## config.mk

```make
export PLATFORM = sky130hd
export DESIGN_NAME = longest_prefix_match_router
export DESIGN_NICKNAME = d
export VERILOG_FILES = /design/src/design/lpm_pkg.sv /design/src/design/lpm_ctrl.sv /design/src/design/lpm_datapath.sv /design/src/design/longest_prefix_match_router.sv
export SDC_FILE = /design/constraint.sdc
export NUM_CORES = 1
export LEC_CHECK = 0
export BUFFER_PORTS_ARGS = -buffer_cell sky130_fd_sc_hd__buf_2
export CORE_MARGIN = 2
export CORE_UTILIZATION = 38
export DETAILED_ROUTE_END_ITERATION = 10
export GPL_ROUTABILITY_DRIVEN = 0
export GPL_TIMING_DRIVEN = 0
export PLACE_DENSITY_LB_ADDON = 0.3
export SYNTH_ARGS = -nofsm -noshare
export SYNTH_HDL_FRONTEND = slang
export SYNTH_HIERARCHICAL = 1
export SYNTH_SLANG_ARGS = --single-unit
```

## constraint.sdc

```tcl
create_clock -name i_clk -period 6.6 [get_ports i_clk]
set_clock_uncertainty 0.2 [all_clocks]
set_input_delay 0.33 -clock i_clk [delete_from_list [all_inputs] [get_ports i_clk]]
set_output_delay 0.33 -clock i_clk [all_outputs]
set_load 0.005 [all_outputs]
```

## src/design/lpm_pkg.sv

```systemverilog
// ============================================================================
// lpm_pkg: shared types and constants of the longest-prefix-match router
// Holds the word formats of both channels, the result codes, the controller
// state encoding, the controller/datapath handshake structs and the mask
// helper.
// ============================================================================
`default_nettype none

package lpm_pkg;

    // Default route table depth.
    localparam int TABLE_ENTRIES = 16;

    localparam int ADDR_W     = 32;
    localparam int LEN_W      = 6;
    localparam int ITF_W      = 3;
    localparam int TTL_W      = 8;
    localparam int STATUS_W   = 3;
    localparam int MAX_PREFIX = 32;

    // Command codes carried in the input word.
    localparam logic CMD_ADD   = 1'b0;
    localparam logic CMD_ROUTE = 1'b1;

    typedef enum logic [STATUS_W-1:0] {
        ST_FORWARDED   = 3'd0,
        ST_NO_ROUTE    = 3'd1,
        ST_TTL_EXPIRED = 3'd2,
        ST_ADDED       = 3'd3,
        ST_FULL        = 3'd4
    } t_status;

    typedef struct packed {
        logic              command;
        logic [ADDR_W-1:0] rt_prefix;
        logic [LEN_W-1:0]  rt_len;
        logic              has_next_hop;
        logic [ADDR_W-1:0] next_hop_address;
        logic [ITF_W-1:0]  interface_index;
        logic [ADDR_W-1:0] dst_address;
        logic [TTL_W-1:0]  ttl_in;
    } t_in_word;

    typedef struct packed {
        logic [STATUS_W-1:0] status;
        logic [ITF_W-1:0]    out_interface;
        logic [ADDR_W-1:0]   next_hop_out;
        logic [TTL_W-1:0]    ttl_out;
    } t_out_word;

    // One stored route.
    typedef struct packed {
        logic [ADDR_W-1:0] prefix;
        logic [LEN_W-1:0]  length;
        logic              has_hop;
        logic [ADDR_W-1:0] hop;
        logic [ITF_W-1:0]  itf;
    } t_entry;

    typedef enum logic [3:0] {
        S_IDLE   = 4'b0001,
        S_ADD    = 4'b0010,
        S_SCAN   = 4'b0100,
        S_FINISH = 4'b1000
    } t_state;

    // Controller to datapath.
    typedef struct packed {
        logic load_item;
        logic scan_step;
        logic add_commit;
        logic finish_commit;
    } t_cmd;

    // Datapath to controller.
    typedef struct packed {
        logic item_is_add;
        logic scan_done;
        logic out_free;
    } t_sts;

    // Mask of the high-order len bits; a length of zero matches everything.
    function automatic logic [ADDR_W-1:0] prefix_mask(input logic [LEN_W-1:0] len);
        logic [ADDR_W-1:0] mask;
        if (len == '0) begin
            mask = '0;
        end else begin
            mask = {ADDR_W{1'b1}} << (LEN_W'(MAX_PREFIX) - len);
        end
        return mask;
    endfunction

endpackage

`default_nettype wire

```

## src/design/lpm_ctrl.sv

```systemverilog
// ============================================================================
// lpm_ctrl: sequencing controller of the router
// Accepts one word at a time, steps the table scan and commits the result
// into the output register when it is free.
// ============================================================================
`default_nettype none

module lpm_ctrl (
    input  wire logic          i_clk,
    input  wire logic          i_rst_n,
    input  wire logic          i_in_valid,
    output logic               o_in_ready,
    input  wire lpm_pkg::t_sts i_sts,
    output lpm_pkg::t_cmd      o_cmd
);

    lpm_pkg::t_state r_state;
    lpm_pkg::t_state n_state;

    always_comb begin
        n_state    = r_state;
        o_cmd      = '0;
        o_in_ready = 1'b0;
        unique case (r_state)
            lpm_pkg::S_IDLE: begin
                o_in_ready = 1'b1;
                if (i_in_valid) begin
                    o_cmd.load_item = 1'b1;
                    n_state = (i_in_valid && i_sts.item_is_add) ? lpm_pkg::S_ADD
                                                                : lpm_pkg::S_SCAN;
                end
            end
            lpm_pkg::S_ADD: begin
                if (i_sts.out_free) begin
                    o_cmd.add_commit = 1'b1;
                    n_state = lpm_pkg::S_IDLE;
                end
            end
            lpm_pkg::S_SCAN: begin
                if (i_sts.scan_done) begin
                    n_state = lpm_pkg::S_FINISH;
                end else begin
                    o_cmd.scan_step = 1'b1;
                end
            end
            lpm_pkg::S_FINISH: begin
                if (i_sts.out_free) begin
                    o_cmd.finish_commit = 1'b1;
                    n_state = lpm_pkg::S_IDLE;
                end
            end
            default: begin
                n_state = lpm_pkg::S_IDLE;
            end
        endcase
    end

    always_ff @(posedge i_clk) begin
        if (!i_rst_n) begin
            r_state <= lpm_pkg::S_IDLE;
        end else begin
            r_state <= n_state;
        end
    end

`ifndef SYNTH
    // A result is only committed when the output register can take it.
    a_commit_needs_room: assert property (@(posedge i_clk) disable iff (!i_rst_n)
        (o_cmd.add_commit || o_cmd.finish_commit) |-> i_sts.out_free)
        else $error("result committed while output register busy");

    // The scan never steps past the stored entries.
    a_no_step_when_done: assert property (@(posedge i_clk) disable iff (!i_rst_n)
        o_cmd.scan_step |-> !i_sts.scan_done)
        else $error("scan stepped beyond table contents");

    // The state register always holds exactly one active state.
    a_state_onehot: assert property (@(posedge i_clk) disable iff (!i_rst_n)
        $onehot(r_state))
        else $error("controller state is not one-hot");
`endif

endmodule

`default_nettype wire

```

## src/design/lpm_datapath.sv

```systemverilog
// ============================================================================
// lpm_datapath: route table, scan comparator and output register
// Holds the route memory and its fill count, compares one entry per cycle
// against the destination and keeps the best match so far.
// ============================================================================
`default_nettype none

module lpm_datapath #(
    parameter int TABLE_ENTRIES = lpm_pkg::TABLE_ENTRIES
) (
    input  wire logic                i_clk,
    input  wire logic                i_rst_n,
    input  wire lpm_pkg::t_in_word   i_in_word,
    input  wire lpm_pkg::t_cmd       i_cmd,
    output lpm_pkg::t_sts            o_sts,
    output logic                     o_out_valid,
    input  wire logic                i_out_ready,
    output lpm_pkg::t_out_word       o_out_word
);

    localparam int CNT_W = $clog2(TABLE_ENTRIES + 1);
    localparam int IDX_W = (TABLE_ENTRIES > 1) ? $clog2(TABLE_ENTRIES) : 1;

    lpm_pkg::t_entry   mem [TABLE_ENTRIES];
    lpm_pkg::t_entry   r_rd_data;
    logic              r_rd_valid;

    lpm_pkg::t_in_word r_item;
    logic [CNT_W-1:0]  r_count;
    logic [CNT_W-1:0]  r_idx;

    logic                       r_found;
    logic [lpm_pkg::LEN_W-1:0]  r_best_len;
    logic                       r_best_has_hop;
    logic [lpm_pkg::ADDR_W-1:0] r_best_hop;
    logic [lpm_pkg::ITF_W-1:0]  r_best_itf;

    logic                       r_out_valid;
    lpm_pkg::t_out_word         r_out_word;
    lpm_pkg::t_out_word         n_out_word;

    logic                       out_free;
    logic                       table_full;
    logic                       hit;
    logic [lpm_pkg::ADDR_W-1:0] mask;
    logic [lpm_pkg::LEN_W-1:0]  sat_len;
    lpm_pkg::t_entry            wr_entry;

    assign out_free   = !r_out_valid || i_out_ready;
    assign table_full = (r_count == CNT_W'(TABLE_ENTRIES));

    assign o_sts.item_is_add = (i_in_word.command == lpm_pkg::CMD_ADD);
    assign o_sts.scan_done   = (r_idx == r_count);
    assign o_sts.out_free    = out_free;

    assign sat_len = (r_item.rt_len > lpm_pkg::LEN_W'(lpm_pkg::MAX_PREFIX))
                   ? lpm_pkg::LEN_W'(lpm_pkg::MAX_PREFIX) : r_item.rt_len;

    always_comb begin
        wr_entry.prefix  = r_item.rt_prefix;
        wr_entry.length  = sat_len;
        wr_entry.has_hop = r_item.has_next_hop;
        wr_entry.hop     = r_item.next_hop_address;
        wr_entry.itf     = r_item.interface_index;
    end

    // Table memory: one write port at the fill count, one registered read port.
    always_ff @(posedge i_clk) begin
        if (i_cmd.add_commit && !table_full) begin
            mem[r_count[IDX_W-1:0]] <= wr_entry;
        end
        if (i_cmd.scan_step) begin
            r_rd_data <= mem[r_idx[IDX_W-1:0]];
        end
    end

    assign mask = lpm_pkg::prefix_mask(r_rd_data.length);
    assign hit  = r_rd_valid
               && ((r_item.dst_address & mask) == (r_rd_data.prefix & mask))
               && (!r_found || (r_rd_data.length > r_best_len));

    // Result word formed at commit time.
    always_comb begin
        n_out_word = '0;
        if (i_cmd.add_commit) begin
            n_out_word.status = table_full ? lpm_pkg::ST_FULL : lpm_pkg::ST_ADDED;
        end else if (!r_found) begin
            n_out_word.status = lpm_pkg::ST_NO_ROUTE;
        end else if (r_item.ttl_in <= lpm_pkg::TTL_W'(1)) begin
            n_out_word.status = lpm_pkg::ST_TTL_EXPIRED;
        end else begin
            n_out_word.status        = lpm_pkg::ST_FORWARDED;
            n_out_word.out_interface = r_best_itf;
            n_out_word.next_hop_out  = r_best_has_hop ? r_best_hop : r_item.dst_address;
            n_out_word.ttl_out       = r_item.ttl_in - lpm_pkg::TTL_W'(1);
        end
    end

    // Payload registers.
    always_ff @(posedge i_clk) begin
        if (i_cmd.load_item) begin
            r_item <= i_in_word;
        end
        if (hit) begin
            r_best_len     <= r_rd_data.length;
            r_best_has_hop <= r_rd_data.has_hop;
            r_best_hop     <= r_rd_data.hop;
            r_best_itf     <= r_rd_data.itf;
        end
        if (i_cmd.add_commit || i_cmd.finish_commit) begin
            r_out_word <= n_out_word;
        end
    end

    // Control registers.
    always_ff @(posedge i_clk) begin
        if (!i_rst_n) begin
            r_count     <= '0;
            r_idx       <= '0;
            r_rd_valid  <= 1'b0;
            r_found     <= 1'b0;
            r_out_valid <= 1'b0;
        end else begin
            r_rd_valid <= i_cmd.scan_step;
            if (i_cmd.load_item) begin
                r_idx   <= '0;
                r_found <= 1'b0;
            end else begin
                if (i_cmd.scan_step) begin
                    r_idx <= r_idx + CNT_W'(1);
                end
                if (hit) begin
                    r_found <= 1'b1;
                end
            end
            if (i_cmd.add_commit && !table_full) begin
                r_count <= r_count + CNT_W'(1);
            end
            if (i_cmd.add_commit || i_cmd.finish_commit) begin
                r_out_valid <= 1'b1;
            end else if (i_out_ready) begin
                r_out_valid <= 1'b0;
            end
        end
    end

    assign o_out_valid = r_out_valid;
    assign o_out_word  = r_out_word;

`ifndef SYNTH
    a_count_bounded: assert property (@(posedge i_clk) disable iff (!i_rst_n)
        r_count <= CNT_W'(TABLE_ENTRIES))
        else $error("route count exceeds table depth");

    a_idx_bounded: assert property (@(posedge i_clk) disable iff (!i_rst_n)
        r_idx <= r_count)
        else $error("scan index beyond fill count");

    a_fwd_ttl: assert property (@(posedge i_clk) disable iff (!i_rst_n)
        (r_out_valid && (r_out_word.status == lpm_pkg::ST_FORWARDED))
            |-> (r_out_word.ttl_out != '0))
        else $error("forwarded word with zero ttl");
`endif

endmodule

`default_nettype wire

```

## src/design/longest_prefix_match_router.sv

```systemverilog
// ============================================================================
// longest_prefix_match_router: IPv4 route table with longest-prefix lookup
// Stores routes on request and answers each datagram lookup with one word.
// ============================================================================
// Usage. Both channels are valid/ready; a word moves on an edge where both
// are high. Each input word yields exactly one output word. An add word
// stores a route in the next free slot (prefix lengths above 32 are kept as
// 32) and answers "route added", or "table full" once TABLE_ENTRIES routes
// are held. A route word scans the stored routes one per cycle through the
// table memory's single registered read port; the longest match wins and the
// earliest added route wins a tie. It answers forwarded (interface, next hop
// or the destination for a directly attached route, ttl minus one), no route,
// or ttl expired when ttl_in is 0 or 1.
// Sequencing. An add is committed to the output register as soon as that
// register is free; a lookup scans the stored routes one per cycle, then
// decides in a finish state and commits likewise. The block accepts a new
// word in the cycle after the previous result is loaded, even while that
// result still waits in the output register, so a new word can be taken
// before the receiver takes the last result. If the receiver stalls, the
// finished result is held and the next item waits for the register before
// committing.
// Reset (synchronous, active low) empties the table and the output register.
// ============================================================================
`default_nettype none

module longest_prefix_match_router #(
    parameter int TABLE_ENTRIES = lpm_pkg::TABLE_ENTRIES
) (
    input  wire logic              i_clk,
    input  wire logic              i_rst_n,
    input  wire logic              i_in_valid,
    output logic                   o_in_ready,
    input  wire lpm_pkg::t_in_word i_in_word,
    output logic                   o_out_valid,
    input  wire logic              i_out_ready,
    output lpm_pkg::t_out_word     o_out_word
);

    // Command and status between the sequencer and the table datapath.
    lpm_pkg::t_cmd cmd;
    lpm_pkg::t_sts sts;

    lpm_ctrl u_ctrl (
        .i_clk      (i_clk),
        .i_rst_n    (i_rst_n),
        .i_in_valid (i_in_valid),
        .o_in_ready (o_in_ready),
        .i_sts      (sts),
        .o_cmd      (cmd)
    );

    lpm_datapath #(
        .TABLE_ENTRIES (TABLE_ENTRIES)
    ) u_datapath (
        .i_clk       (i_clk),
        .i_rst_n     (i_rst_n),
        .i_in_word   (i_in_word),
        .i_cmd       (cmd),
        .o_sts       (sts),
        .o_out_valid (o_out_valid),
        .i_out_ready (i_out_ready),
        .o_out_word  (o_out_word)
    );

endmodule

`default_nettype wire
```

==> results.py, run 1 <==
metrics = {
    "outcome": {
        "status": "finished, final reports clean",
    },
    "sta": {
        "drv_slew": 0,
        "worst_slew_pin_slew_ns": 1.34,
        "finalHoldViolCount": 0,
        "fin_crit_sh_pct": 70.9,
        "rsz0062_at_grt": "no",
        "holdWs_ns": 0.0394,
        "period_needed_ns": 4.68,
        "max_freq_mhz": 214,
        "finalSetupViolations": 0,
        "slew_headroom_pct": 10.6,
    },
    "synthesis": {
        "synth_most_common_cell": "edfxtp_1",
        "yosysSeqAreaShare_pct": 79.9,
        "yosysTopAreaCell": "edfxtp_1",
        "synthFlopType": "edfxtp_1",
        "async_flop_share_pct": 0,
        "synthTopCellsByArea": "edfxtp_1 79%, mux4_2 15%, dfxtp_1 0.62%, mux2i_1 0.60%, nor2_1 0.53%",
        "yosys-top-cells-count": "1460 x edfxtp_1, 370 x mux4_2, 78 x nor2_1, 43 x clkbuf_1, 38 x buf_2",
        "yosys.area.top_type_share_pct": 79.3,
        "synth_fp_nets": 2431,
        "avgSynthCellArea_um2": 24.1,
        "synth_edf_count": 1460,
        "synthDistinctLibCells": 57,
        "synthCells": 2295,
        "yosysWarnings": 6,
        "ys_seq_elements": 1477,
        "synth_area_um2": 55300,
    },
    "global_route": {
        "grt-ovfl-total": 0,
        "grt_usage_pct": 18.9,
        "grt_max_degree": 61,
        "grt_first_pass_wirelength_um": 197000,
        "antenna_found_initial": 6,
        "first_global_vias": 26648,
    },
    "power_and_ir_drop": {
        "power-per-cell-area_nw_per_um2": 291,
        "p_total_uw": 19200,
        "p_leak_uw": 0.0206,
        "ir_worst_vdd_uv": 227,
    },
    "routing": {
        "vias": 26524,
        "drtAntennaViolNets": 0,
        "drtPass1Iterations": 6,
        "drt-total-wl_um": 140000,
        "wl_per_cell_um": 28.9,
        "drc": 0,
        "routed_via_density": 5.48,
        "drt_iter0_markers": 3141,
    },
    "setup_path": {
        "cp.arrival_ns": 4.95,
        "worst-setup-path-type": "register to register",
        "startpoint_type": "register",
        "r2r_setup_slack_ns": 1.92,
        "crit_required_ns": 6.87,
        "reg2reg_from": "u_datapath/r_idx[1]$_SDFFE_PP0P_",
        "rr_worst_depth": 9,
        "end_kind": "register",
        "path_max_fanout": 16,
        "rr_endpoint": "u_datapath/r_rd_data[37]$_DFFE_PP_",
    },
    "clock_network": {
        "clock_path_buffers": 3,
        "cts_tree": "built",
        "numCtsBuffers": 148,
        "worst_setup_hold_path_clk_slew_ns": 0.07,
        "numClockSinks": 1477,
        "ctsHtreeMaxLevel": 4,
        "post_cts_buffers": 0,
        "ctsRootBufferMaster": "clkbuf_16",
        "clk_latency_ns": 0.80,
    },
    "worst_hold_path": {
        "hold_end": "u_datapath/r_item[32]$_DFFE_PP_",
        "hold_path.class": "input port to register",
        "holdPathStages": 2,
        "holdCritStartpoint": "i_in_word[32]",
    },
    "floorplan": {
        "initial_utilization_pct": 38.1,
        "dieArea_um2": 149000,
        "die_x_um": 386,
        "die_height_um": 386,
        "rows": 140,
        "core-area_um2": 145000,
        "num_io_pins": 167,
    },
    "finish": {
        "drive_gt1_share_pct": 30.3,
        "area_growth_pct": 19.6,
        "fillCellCount": 11956,
        "nNetsFinal": 2935,
    },
    "run": {
        "maxCapViolations": 0,
    },
    "placement": {
        "dp_hpwl_um": 88100,
        "io_buffers": 166,
    },
}
[per-layer routing]
metal  GRT usage [%]  vias to the layer above  part of all wire [%]
met5               0                        -                0.0064
met4            4.86                        2                   1.8
li1                -                    10734                     -
met1            27.6                    14349                    43
met3            4.17                      185                   9.0
met2            29.0                     1254                    47
[worst max path at each step]
| stage | from | end | slack [ns] |
|---|---|---|---|
| 5_1_grt | u_datapath/r_idx[1]$_SDFFE_PP0P_ | u_datapath/r_rd_data[36]$_DFFE_PP_ | 1.73 |
| 4_1_cts | u_datapath/r_idx[1]$_SDFFE_PP0P_ | u_datapath/r_rd_data[42]$_DFFE_PP_ | 1.91 |
| 2_1_floorplan | i_out_ready | u_datapath/r_count[4]$_SDFFE_PN0P_ | 1.57 |
| 6_report | u_datapath/r_idx[1]$_SDFFE_PP0P_ | u_datapath/r_rd_data[37]$_DFFE_PP_ | 1.92 |
| 3_5_place_dp | u_datapath/r_idx[1]$_SDFFE_PP0P_ | u_datapath/r_rd_data[27]$_DFFE_PP_ | 1.92 |
| 3_3_place_gp | i_out_ready | u_datapath/mem[7][39]$_DFFE_PP_ | -3.37 |
[stage by stage]
stage | TNS (ns) | util, % | area [µm²] | std cells | setup slack, ns
2_1_floorplan | 0 | - | 55300 | 2295 | 1.57
3_5_place_dp | 0 | 41.3 | 60000 | 4438 | 1.92
6_report | 0 | 45.6 | 66100 | 4839 | 1.92
4_1_cts | 0 | 45.6 | 66100 | 4838 | 1.91
3_3_place_gp | -2956.68 | 40.4 | 58500 | 4378 | -3.37
5_1_grt | 0 | 45.6 | 66100 | 4838 | 1.73
[cell type report]
type,instances,area (µm²),share of cell area (%)
clock buffer,182,3890,5.89
antenna,1,2.50,0.00378
sequential,1477,44200,66.8
buffer,102,475,0.719
multi-input combinational,693,10700,16.1
tap,1917,2400,3.63
clock inverter,90,1000,1.52
timing repair buffer,354,3420,5.17
inverter,23,91.3,0.138
[cells by family after synthesis]
family                     Yosys count  synth area share, %
DFF                               1477                 79.9
muxes                              403                 15.7
and+or+nand+nor                    158                 1.43
buffers and inverters              125                 1.02
AOI/OAI and AO/OA                   59                0.726
xor gates and xnor gates            56                0.921
adders and majority gates           17                0.384
[flip-flops by register name (all words and copies together) (netlist names)]
signal,cells
u_ctrl/r_state,4
u_datapath/mem,1184
u_datapath/o_out_valid,1
u_datapath/o_out_word,46
u_datapath/r_best_has_hop,1
u_datapath/r_best_hop,32
u_datapath/r_best_itf,3
u_datapath/r_best_len,6
u_datapath/r_count,5
u_datapath/r_found,1
u_datapath/r_idx,5
u_datapath/r_item,114
u_datapath/r_rd_data,74
u_datapath/r_rd_valid,1
[placed cells by master (no fill, tap or decap), drive strengths merged, types with 24 or more instances in the layout]
| cell | instances |
|---|---|
| mux2i | 33 |
| clkinv | 63 |
| dlygate4sd3 | 128 |
| clkbuf | 225 |
| xor2 | 24 |
| mux4 | 370 |
| nor2 | 78 |
| inv | 29 |
| buf | 285 |
| xnor2 | 32 |
| edfxtp | 1460 |
[critical path, cell delays in order, from the launching register on]
cell and delay [ns]:
dfxtp_1 0.37, buf_2 0.37, clkbuf_1 0.81, clkbuf_1 0.68, xor2_1 0.20, nor3_1 0.12, nor4b_4 0.85, buf_6 0.30
buf_6 0.22, buf_6 0.21
[repair_timing]
action | 4_1_cts | 5_1_grt
endpoints found under the hold margin | 131 | 0
hold buffers | 128 | 0
gates resized for setup | 0 | 0
[power breakdown]
| part | switching [µW] | internal [µW] | total, µW | leakage (µW) |
|---|---|---|---|---|
| registers | 171 | 10400 | 10600 | 0.0134 |
| clock network | 3570 | 4870 | 8430 | 0.00238 |
| logic | 114 | 111 | 224 | 0.00488 |
| total | 3850 | 15400 | 19200 | 0.0206 |
No activity file was read; power rests on OpenSTA's default activity.
==> run 2, diff against run 1 <==
- clock period: 6.6 -> 4.5 ns (I/O delays scaled with it)
==> results.py, run 2 (synthesis results as in run 1) <==
metrics = {
    "sta": {
        "fin_crit_sh_pct": 92.0,
        "slew_headroom_pct": 13.7,
        "drv_slew": 0,
        "max_freq_mhz": 241,
        "period_needed_ns": 4.14,
        "rsz0062_at_grt": "no",
        "finalHoldViolCount": 0,
        "finalSetupViolations": 0,
        "worst_slew_pin_slew_ns": 1.29,
    },
    "floorplan": {
        "core-area_um2": 145000,
        "die_height_um": 386,
        "num_io_pins": 167,
        "initial_utilization_pct": 38.1,
        "die_x_um": 386,
        "rows": 140,
        "dieArea_um2": 149000,
    },
    "finish": {
        "final_cell_mix": "1460 x edfxtp_1, 370 x mux4_2, 225 x dlygate4sd3_1",
        "area_growth_pct": 21.0,
        "antenna_cells": 0,
        "finish.instance_area_um2": 66900,
        "largest_reg_flops": 1184,
        "drive_gt1_share_pct": 29.4,
        "nNetsFinal": 3032,
        "final_util_pct": 46.1,
        "fillCellCount": 11919,
        "fin_cells": 4932,
        "final_common_cell": "edfxtp_1",
    },
    "power_and_ir_drop": {
        "p_total_uw": 27800,
        "p_leak_uw": 0.0210,
        "ir_worst_vdd_uv": 366,
        "power-per-cell-area_nw_per_um2": 415,
    },
    "clock_network": {
        "post_cts_buffers": 0,
        "worst_setup_hold_path_clk_slew_ns": 0.06,
        "ctsRootBufferMaster": "clkbuf_16",
        "numClockSinks": 1477,
        "ctsHtreeMaxLevel": 4,
        "clk_latency_ns": 0.78,
        "numCtsBuffers": 148,
        "cts_resized": 0,
        "clock_path_buffers": 3,
        "cts_tree": "built",
    },
    "routing": {
        "drt_iter0_markers": 3361,
        "drtPass1Iterations": 6,
        "vias": 26688,
        "routed_via_density": 5.41,
        "drt-total-wl_um": 141000,
        "wl_per_cell_um": 28.5,
        "drc": 0,
        "drtAntennaViolNets": 0,
    },
    "setup_path": {
        "crit_chain": "clkbuf_1, buf_2, buf_2, xor2_1, nor3_1, nor4b_4, buf_8, buf_6, buf_6",
        "startpoint_type": "register",
        "end_kind": "register",
        "cp.arrival_ns": 4.40,
        "critical-path-top-delay-family": "buffers and inverters",
        "crit_required_ns": 4.76,
        "worst-setup-path-type": "register to register",
        "path_buf_inv": 6,
        "critical-path-max-stage-delay_ns": 0.67,
        "path_max_fanout": 11,
        "cp_slowest_cell": "nor4b_4",
    },
    "global_route": {
        "first_global_vias": 27024,
        "grt_usage_pct": 19.0,
        "grt-ovfl-total": 0,
        "grt_first_pass_wirelength_um": 198000,
        "antenna_found_initial": 6,
        "grt_max_degree": 65,
    },
    "placement": {
        "io_buffers": 166,
        "dp_cells": 4439,
        "dpl_cell_area_um2": 60000,
        "dp_hpwl_um": 88400,
    },
    "run": {
        "maxCapViolations": 0,
    },
    "worst_hold_path": {
        "hold_path.class": "input port to register",
    },
    "outcome": {
        "status": "finished, final reports clean",
    },
}
[run 2: changes by cell type in the layout (fill, tap and decap cells not counted), moves of 2 or more]
| cell | delta |
|---|---|
| dlygate4sd3_1 | +97 |
| clkinv_2 | +6 |
| clkinv_1 | +3 |
| bufinv_16 | -10 |
| clkinvlp_4 | -4 |
| clkinv_8 | +2 |
| clkbuf_1 | -7 |
| clkbuf_16 | +2 |
| clkinv_4 | +3 |
[run 2: worst paths after layout]
check / from / end / slack [ns] / depth (start not counted)
worst max-delay path: u_datapath/r_idx[2]$_SDFFE_PP0P_ / u_datapath/r_rd_data[22]$_DFFE_PP_ / 0.36 / 9
worst min-delay path: i_in_word[113] / u_datapath/r_item[113]$_DFFE_PP_ / 0.05 / 2
worst max register to register: u_datapath/r_idx[2]$_SDFFE_PP0P_ / u_datapath/r_rd_data[22]$_DFFE_PP_ / 0.36 / 9
worst min register to register: u_datapath/r_rd_data[19]$_DFFE_PP_ / u_datapath/r_best_hop[16]$_DFFE_PP_ / 0.20 / 0
[run 2: per-stage QoR]
step	hold slack, ns	TNS, ns	worst slack, ns
after floorplan	0.114	-265.70	-0.446
after global placement	0.206	-4855.92	-5.47
after detailed placement	0.203	-3.31	-0.0921
after CTS	0.00228	0	0.340
after global routing	0.0307	0	0.195
final	0.0491	0	0.358
[run 2: per-layer routing]
metal | vias to the layer above | share of wire [%] | track usage [%]
met5 | - | 0.0085 | 0
met4 | 2 | 1.8 | 4.53
met3 | 190 | 8.8 | 4.10
met2 | 1218 | 47 | 29.3
met1 | 14353 | 43 | 27.7
li1 | 10925 | - | -
[run 2: where the power goes]
part	leakage [µW]	total, µW	switching, µW	internal (µW)
Clock	0.00231	11900	5250	6640
Combinational	0.00529	394	177	217
Sequential	0.0134	15500	252	15300
Total	0.0210	27800	5680	22100
[run 2: layout make-up]
class	count	area (µm²)	area share (%)
Multi-Input combinational cell	693	10700	16.0
Clock buffer	179	3940	5.88
Inverter	23	91.3	0.136
Buffer	101	472	0.705
Timing Repair Buffer	452	4410	6.59
Tap cell	1917	2400	3.58
Clock inverter	90	763	1.14
Sequential cell	1477	44200	66.0
[run 2: timing repair]
item / 4_1_cts / 5_1_grt
endpoints found under the setup margin: 44 / 0
hold buffers: 225 / 0
hold endpoints to repair: 131 / 0
